`src/rtl/gbs_pkg.sv`:
```
// Package with the payload types, chain token types and shared compare logic.
package gbs_pkg;

	localparam int unsigned FieldW = 14;
	localparam int unsigned CoordW = 16;
	localparam int unsigned AreaW = 2 * CoordW;
	localparam int unsigned IdxW = 11;

	localparam logic [15:0] ThrReset = 16'd42598;
	localparam logic [7:0] RegThreshold = 8'd0;
	localparam logic [7:0] RegAgnostic = 8'd1;

	typedef struct packed {
		logic start_frame;
		logic [FieldW-1:0] box_left;
		logic [FieldW-1:0] box_top;
		logic [FieldW-1:0] box_width;
		logic [FieldW-1:0] box_height;
		logic [7:0] class_label;
	} in_t;

	typedef struct packed {
		logic keep;
		logic [15:0] box_index;
		logic store_full;
	} out_t;

	typedef struct packed {
		logic [CoordW-1:0] l;
		logic [CoordW-1:0] t;
		logic [CoordW-1:0] r;
		logic [CoordW-1:0] b;
		logic [7:0] label;
		logic [AreaW-1:0] area;
	} box_t;

	// Query token travelling down the chain, with the pending overlap of the
	// previous cell, registered there and compared in the next cell.
	typedef struct packed {
		logic valid;
		box_t box;
		logic keep;
		logic pend;
		logic [AreaW-1:0] inter;
		logic [AreaW:0] uni;
	} tok_t;

	typedef struct packed {
		logic en;
		logic [IdxW-1:0] idx;
		box_t box;
	} wr_t;

	typedef enum logic [1:0] {
		ST_IDLE,
		ST_RUN,
		ST_FINISH
	} state_t;

	function automatic logic overlap_hit(input tok_t tk, input logic [15:0] thr);
		logic [AreaW+16:0] lhs;
		logic [AreaW+16:0] rhs;
		lhs = {1'b0, tk.inter, 16'b0};
		rhs = thr * tk.uni;
		return tk.pend && (lhs > rhs);
	endfunction

endpackage

```
`src/rtl/gbs_cell.sv`:
```
// One cell of the chain: holds a kept box and tests the passing query against it.
module gbs_cell #(
	parameter int unsigned IDX = 0
) (
	input logic clk,
	input logic arst_n,
	input gbs_pkg::tok_t tok_in,
	input gbs_pkg::wr_t wr,
	input logic [gbs_pkg::IdxW-1:0] count,
	input logic [15:0] thr,
	input logic agnostic,
	output gbs_pkg::tok_t tok_out
);
	import gbs_pkg::*;

	box_t kept_q;
	tok_t tok_q;
	logic active;
	logic [CoordW-1:0] lx, hx, ly, hy, wx, wy;
	logic [AreaW-1:0] inter;

	assign active = (IdxW'(IDX) < count) && (agnostic || (kept_q.label == tok_in.box.label));

	always_comb begin
		lx = (tok_in.box.l > kept_q.l) ? tok_in.box.l : kept_q.l;
		hx = (tok_in.box.r < kept_q.r) ? tok_in.box.r : kept_q.r;
		ly = (tok_in.box.t > kept_q.t) ? tok_in.box.t : kept_q.t;
		hy = (tok_in.box.b < kept_q.b) ? tok_in.box.b : kept_q.b;
		wx = (hx > lx) ? hx - lx : '0;
		wy = (hy > ly) ? hy - ly : '0;
		inter = wx * wy;
	end

	always_ff @(posedge clk or negedge arst_n) begin
		if (!arst_n) begin
			tok_q <= '0;
		end else begin
			tok_q.valid <= tok_in.valid;
			tok_q.box <= tok_in.box;
			tok_q.keep <= tok_in.keep & ~overlap_hit(tok_in, thr);
			tok_q.pend <= active;
			tok_q.inter <= inter;
			tok_q.uni <= {1'b0, tok_in.box.area} + {1'b0, kept_q.area} - {1'b0, inter};
		end
	end

	always_ff @(posedge clk) begin
		if (wr.en && (wr.idx == IdxW'(IDX))) begin
			kept_q <= wr.box;
		end
	end

	assign tok_out = tok_q;

endmodule

```
`config.mk`:
```
export PLATFORM = sky130hd
export DESIGN_NAME = gbs_cell
export DESIGN_NICKNAME = d
export VERILOG_FILES = /design/src/rtl/gbs_pkg.sv /design/src/rtl/gbs_cell.sv
export SDC_FILE = /design/constraint.sdc
export NUM_CORES = 2
export LEC_CHECK = 0
export BUFFER_PORTS_ARGS = -buffer_cell sky130_fd_sc_hd__buf_4
export CAP_MARGIN = 20
export CORE_MARGIN = 5
export CORE_UTILIZATION = 45
export CTS_BUF_LIST = sky130_fd_sc_hd__clkbuf_4 sky130_fd_sc_hd__clkbuf_8
export CTS_CLUSTER_SIZE = 30
export DETAILED_ROUTE_END_ITERATION = 7
export PLACE_DENSITY = 0.62
export SLEW_MARGIN = 40
export SYNTH_ARGS = -nofsm -noshare
export SYNTH_HDL_FRONTEND = slang
export SYNTH_SLANG_ARGS = --single-unit
```
`constraint.sdc`:
```
create_clock -name clk -period 16.4 [get_ports clk]
set_clock_uncertainty 0.1 [all_clocks]
set_input_delay 3.28 -clock clk [delete_from_list [all_inputs] [get_ports clk]]
set_output_delay 3.28 -clock clk [all_outputs]
set_load 0.02 [all_outputs]
```
### Word level (Yosys, flattened, before mapping)

Index checks and enable logic that the tools add are counted.

| word-level totals | value |
|---|---|
| bits of input ports | 318 |
| output and inout bits | 172 |
| flip-flop bits (word level) | 276 |

| cells by class | value |
|---|---|
| bitwise logic cells | 2 |
| $add $sub $neg | 4 |
| multiply operators | 2 |
| magnitude comparators | 8 |
| reductions and logical operators | 5 |
| mux-type cells | 6 |
| eq/ne operators | 1 |

Operator list:

| cell | count |
|---|---|
| $mux 16 | 6 |
| $gt 16x16->1 | 4 |
| $gt 48x49->1 | 1 |
| $mul 16x33->49 | 1 |
| $add 32x32->33 | 1 |
| $sub 33x32->33 | 1 |
| $lt 16x16->1 | 2 |
| $mul 16x16->32 | 1 |
| $sub 16x16->16 | 2 |
| $logic_not 11->1 | 1 |
| $lt 1x11->1 const A | 1 |
| $eq 8x8->1 | 1 |
| $logic_and 1x1->1 | 3 |
| $and 1x1->1 | 1 |
| $logic_or 1x1->1 | 1 |
| $not 1->1 | 1 |

### Logic depth before layout (Yosys ltp)

| logic depth | value |
|---|---|
| depth in word-level cells | 6 |
| depth in mapped cells | 61 |
| gate-level depth less buffers | 58 |

### Least setup slack after synthesis

No wires, ideal clock.

| timing path | value |
|---|---|
| path type | in2reg |
| from | in tok_in[164] (netlist name) |
| to | reg tok_q, in the netlist tok_out[31] |
| arrival time | 15209 ps |
| setup slack | 1011 ps |
| stages on the path | 55 |
| library setup time | 80 ps |
| path buffers | 4 |
| cell sequence | ha_1 -> a21o_1 -> a21o_1 -> a21o_1 -> a21oi_1 -> nor2b_1 -> o21ai_0 -> nand2b_1 -> a21oi_1 -> a32o_1 -> clkbuf_1 -> mux2_2 -> ha_1 -> fa_1 -> nor2b_1 -> o21ai_1 -> a21boi_1 -> o21ai_1 -> [19 not listed] -> a21o_1 -> a21oi_1 -> nor2b_1 -> a311oi_1 -> o21ai_0 -> o22ai_1 -> o21a_1 -> xnor2_1 -> fa_1 -> ha_1 -> and4_1 -> a22o_1 -> a211oi_4 -> a21oi_2 -> a2111oi_2 -> o21bai_1 -> a21oi_1 -> xnor2_1 |

| on the way | value |
|---|---|
| longest elaborated chain between the ends | 6 |

RTL lines:

| element | RTL line | RTL |
|---|---|---|
| start, declared | gbs_cell.sv:7 | `input gbs_pkg::tok_t tok_in,` |
| $gt 16x16->1 | gbs_cell.sv:25 | `lx = (tok_in.box.l > kept_q.l) ? tok_in.box.l : kept_q.l;` |
| $mux 16 (*) | gbs_cell.sv:25 |  |
| $sub 16x16->16 / $gt 16x16->1 (equally long branches) | gbs_cell.sv:29 | `wx = (hx > lx) ? hx - lx : '0;` |
| $mux 16 (*) | gbs_cell.sv:29 |  |
| $mul 16x16->32 (*) | gbs_cell.sv:31 | `inter = wx * wy;` |
| $sub 33x32->33 (*) | gbs_cell.sv:43 | `tok_q.uni <= {1'b0, tok_in.box.area} + {1'b0, kept_q.area} - {1'b0, inter};` |
| end, declared | gbs_cell.sv:17 | `tok_t tok_q;` |

Every way passes the cells marked *; elsewhere a longest branch is shown, timed or not.
A chain may end at the register's enable or synchronous reset.

### Final worst setup path

| timing path | value |
|---|---|
| from | in tok_in[164] (netlist name) |
| to | reg tok_q, in the netlist tok_out[32] |

The elaborated chain is that of the path after synthesis.

==> flow_summary.rst <==
.. list-table::
   :header-rows: 1

   * - Metric
     - Value
   * - Total CTS buffers
     - 46
   * - Peak Freq
     - 63.7 MHz
   * - Total number of placement rows
     - 109
   * - Final layout net count
     - 5,985
   * - Startpoint types
     - input port
   * - Proportion of synthesized chip area in sequential cells
     - 18.6%
   * - Proportion of synthesized area in mux cells
     - 0.889%
   * - Post-layout instance count excluding filler cells
     - 5,826
   * - Post-DR vias/cell
     - 5.28
   * - Core Util, Final
     - 52.1%
   * - Worst Max-Slew Pin Slew
     - 0.938 ns
   * - Antenna violations before repair
     - 7
   * - Worst endpoint data arrival time
     - 16.14 ns
   * - Part of the cycle the worst path needs
     - 95.7%
   * - Ports
     - 490
   * - Number of instances in the placed design
     - 5,740
   * - Basic-gate share of the synthesized area counting and, or, nand and nor cells
     - 13.9%
   * - Max-cap violations
     - 0
   * - Filler Cells Inserted
     - 8,180
   * - Count of buffers inserted at the top-level ports
     - 489
   * - Layout cell share with drive strength beyond 1
     - 14.7%
   * - Hold bufs inserted after CTS
     - 0
   * - Post-CTS repair timing setup buffer count
     - 0
   * - Startpoint of the most critical register-to-register path
     - kept_q[97]$_DFFE_PP_
   * - Htree depth
     - 2
   * - Via total after detailed routing
     - 30,800
   * - Insertion delay of the later-clocked pin in the worst-skew pair
     - 0.64 ns
   * - Cell Area, Placed
     - 44,900 µm²
   * - Ys flop type
     - sky130_fd_sc_hd__dfrtp_1
   * - Most repeated cell in the gate-level netlist after synthesis
     - sky130_fd_sc_hd__inv_1
   * - Number of synthesized flops with an enable pin
     - 104
   * - Average cell area after synthesis
     - 9.53 µm²
   * - Cell count of the worst reg-to-reg path
     - 52
   * - Start point of the critical path
     - tok_in[164]
   * - Last weighted congestion value of the routability-driven placer
     - 0.935
   * - Final-report hold violation count
     - 0
   * - Library cell with the largest summed area after synthesis
     - sky130_fd_sc_hd__fa_1
   * - TritonCTS clock tree
     - yes
   * - DR iter-0 viols
     - 1,959
   * - Number of register bits inferred by synthesis
     - 276
   * - Syn Std Cell Area
     - 39,800 µm²
   * - Post-CTS clock slew at the launch and capture registers of the worst setup and hold paths
     - 0.06 ns
   * - Async S/R FF share, synth
     - 62.3%
   * - Top post-synthesis cells by area
     - sky130_fd_sc_hd__fa_1 33%, sky130_fd_sc_hd__ha_1 12%, sky130_fd_sc_hd__dfrtp_1 11%, sky130_fd_sc_hd__edfxtp_1 7.8%, sky130_fd_sc_hd__inv_1 7.3%
   * - Category of the worst setup path capture point
     - register
   * - WL/cell
     - 19.9 µm
   * - Total Routing Usage GR
     - 24.7%
   * - Top cells by instance count after synthesis
     - 774 x sky130_fd_sc_hd__inv_1, 660 x sky130_fd_sc_hd__fa_1, 602 x sky130_fd_sc_hd__nand2_1
   * - Slew Viols, Final
     - 0
   * - Number of buffers on the longest clock path
     - 3
   * - Horizontal die dimension
     - 308 µm
   * - Compound-cell area share of the yosys netlist
     - 9.54%
   * - Syn nets
     - 5,543
   * - Area fraction of the dominant cell type after synthesis
     - 33.2%
   * - Result of the run
     - finished clean
   * - Total Die Area
     - 94,600 µm²
   * - Final critical path time including I/O delays and setup
     - 15.69 ns
   * - Pin count of the biggest net entering global routing
     - 102
   * - Area of all placed cells without fillers
     - 45,900 µm²
   * - Hpwl dp
     - 94,600 µm
   * - XOR/XNOR share of the synthesized area
     - 2.95%
   * - Endpoints failing setup
     - 0
   * - Setup repair after global routing missed its margin
     - no
   * - DR pass1 iterations
     - 6
   * - Total clock sinks
     - 276
   * - CP max FO
     - 16
   * - Count of nets left with antenna violations after detail routing
     - 0
   * - Vertical extent of the die
     - 308 µm
   * - Path type of the worst min-delay path
     - reg -> reg
   * - Critical path class
     - in -> reg
   * - Slowest cell on the critical path
     - sky130_fd_sc_hd__a21oi_1
   * - Clock root buffer
     - sky130_fd_sc_hd__clkbuf_8
   * - Initial Utilization
     - 45.2%
   * - Crit path required time
     - 16.85 ns
   * - Endpoint of the most critical setup path
     - tok_out[32]$_DFF_PN0_
   * - FF-to-FF End
     - tok_out[32]$_DFF_PN0_
   * - Number of global-route vias before repair
     - 32,700
   * - Wire length of the first global-routing pass
     - 184,000 µm
   * - Max transition margin
     - 36.6%
   * - Largest family of logic cells by synthesized area
     - adder cells
   * - Number of distinct standard cells referenced by the synthesized netlist
     - 73
   * - Reg-to-reg slack, setup
     - 3.10 ns
   * - Synthesis-to-finish area growth
     - 15.2%
   * - Fraction of the mapped netlist area in adder cells
     - 45.2%
   * - Residual DRC count
     - 0
   * - Remaining global-route overflow
     - 0
   * - Wirelength, routed
     - 116,000 µm
   * - Synth Warn #
     - 0
   * - Critical Path Max Stage Delay
     - 0.61 ns
   * - Post-Syn Instances
     - 4,181
   * - Core region area
     - 88,100 µm²
[flip-flops by register name, summed over array words and instances, names as in the netlist]
register	cells
tok_out	172
kept_q	104
[through the flow]
stage,hold WS (ns),setup TNS (ns),worst slack [ns]
3_3_place_gp,0.684,0,0.181
5_1_grt,0.766,0,0.00192
3_5_place_dp,0.689,-0.0109,-0.0109
2_1_floorplan,0.598,0,1.01
6_report,0.676,0,0.710
4_1_cts,0.692,0,0.667
[cell families after synthesis]
logic type	count (synthesis)
muxes	35
AOI/OAI and AO/OA	554
buffers and inverters	939
xor gates and xnor gates	134
DFF	276
and+or+nand+nor	1199
adders and majority gates	1044
[placed cells by master, fill, tap and decap left out, types with 8 or more instances in the layout]
| cell type | instances |
|---|---|
| sky130_fd_sc_hd__edfxtp_1 | 104 |
| sky130_fd_sc_hd__and4_1 | 12 |
| sky130_fd_sc_hd__nor2_1 | 128 |
| sky130_fd_sc_hd__buf_4 | 555 |
| sky130_fd_sc_hd__o21bai_1 | 19 |
| sky130_fd_sc_hd__clkbuf_4 | 21 |
| sky130_fd_sc_hd__nand2_1 | 602 |
| sky130_fd_sc_hd__mux2i_1 | 32 |
| sky130_fd_sc_hd__dfrtp_1 | 172 |
| sky130_fd_sc_hd__nor4_1 | 11 |
| sky130_fd_sc_hd__a21o_1 | 106 |
| sky130_fd_sc_hd__a211oi_1 | 8 |
| sky130_fd_sc_hd__clkbuf_8 | 51 |
| sky130_fd_sc_hd__xnor2_1 | 72 |
| sky130_fd_sc_hd__o21ai_0 | 92 |
| sky130_fd_sc_hd__o211ai_1 | 39 |
| sky130_fd_sc_hd__and3_1 | 19 |
| sky130_fd_sc_hd__fa_1 | 660 |
| sky130_fd_sc_hd__nand2b_1 | 25 |
| sky130_fd_sc_hd__a21oi_1 | 117 |
| sky130_fd_sc_hd__and2_1 | 159 |
| sky130_fd_sc_hd__inv_1 | 774 |
| sky130_fd_sc_hd__nand4_1 | 31 |
| sky130_fd_sc_hd__ha_1 | 384 |
| sky130_fd_sc_hd__o311ai_0 | 31 |
| sky130_fd_sc_hd__nor3_1 | 74 |
| sky130_fd_sc_hd__nand3_1 | 81 |
| sky130_fd_sc_hd__nor2b_1 | 29 |
| sky130_fd_sc_hd__xor2_1 | 61 |
| sky130_fd_sc_hd__o21a_1 | 29 |
| sky130_fd_sc_hd__a31oi_1 | 38 |
[worst min path at each step]
stage,from,end,cells past startpoint,slack [ns]
6_report,kept_q[36]$_DFFE_PP_,tok_out[65]$_DFF_PN0_,4,0.68
5_1_grt,kept_q[28]$_DFFE_PP_,tok_out[28]$_DFF_PN0_,3,0.77
4_1_cts,kept_q[36]$_DFFE_PP_,tok_out[65]$_DFF_PN0_,4,0.69
3_5_place_dp,kept_q[37]$_DFFE_PP_,tok_out[65]$_DFF_PN0_,4,0.69
3_3_place_gp,kept_q[33]$_DFFE_PP_,tok_out[65]$_DFF_PN0_,4,0.68
2_1_floorplan,kept_q[35]$_DFFE_PP_,tok_out[65]$_DFF_PN0_,4,0.60
[cell type report]
cell class,count,area (µm²),area share (%)
repair buffers,559,4220,9.19
well taps,1165,1460,3.18
diodes,2,5.00,0.0109
multi-input cells,2966,28900,63.0
clock buffers,72,860,1.87
flip-flops and latches,276,7430,16.2
clock inverters,12,119,0.259
inverters,774,2910,6.33
[worst max-delay path, delay by kind of cell]
| kind | cells | cell delay [ns] |
|---|---|---|
| compound gates | 28 | 5.67 |
| xor+xnor | 1 | 0.26 |
| fa+ha+maj | 12 | 4.97 |
| buf+inv | 4 | 0.52 |
| mux | 1 | 0.35 |
| simple gates | 6 | 1.05 |
[layer usage]
layer	GRT usage [%]	part of all wire (%)
met4	4.16	1.7
met2	41.4	48
met1	34.0	43
met3	4.98	7.3
met5	0	0.039
[repair_timing]
action	CTS	global route
hold endpoints to repair	0	0
resized for setup	0	3
setup endpoints to repair	0	4
Power is not shown: default switching activity piles up to over one toggle a cycle in this logic, so the estimate is an artifact.
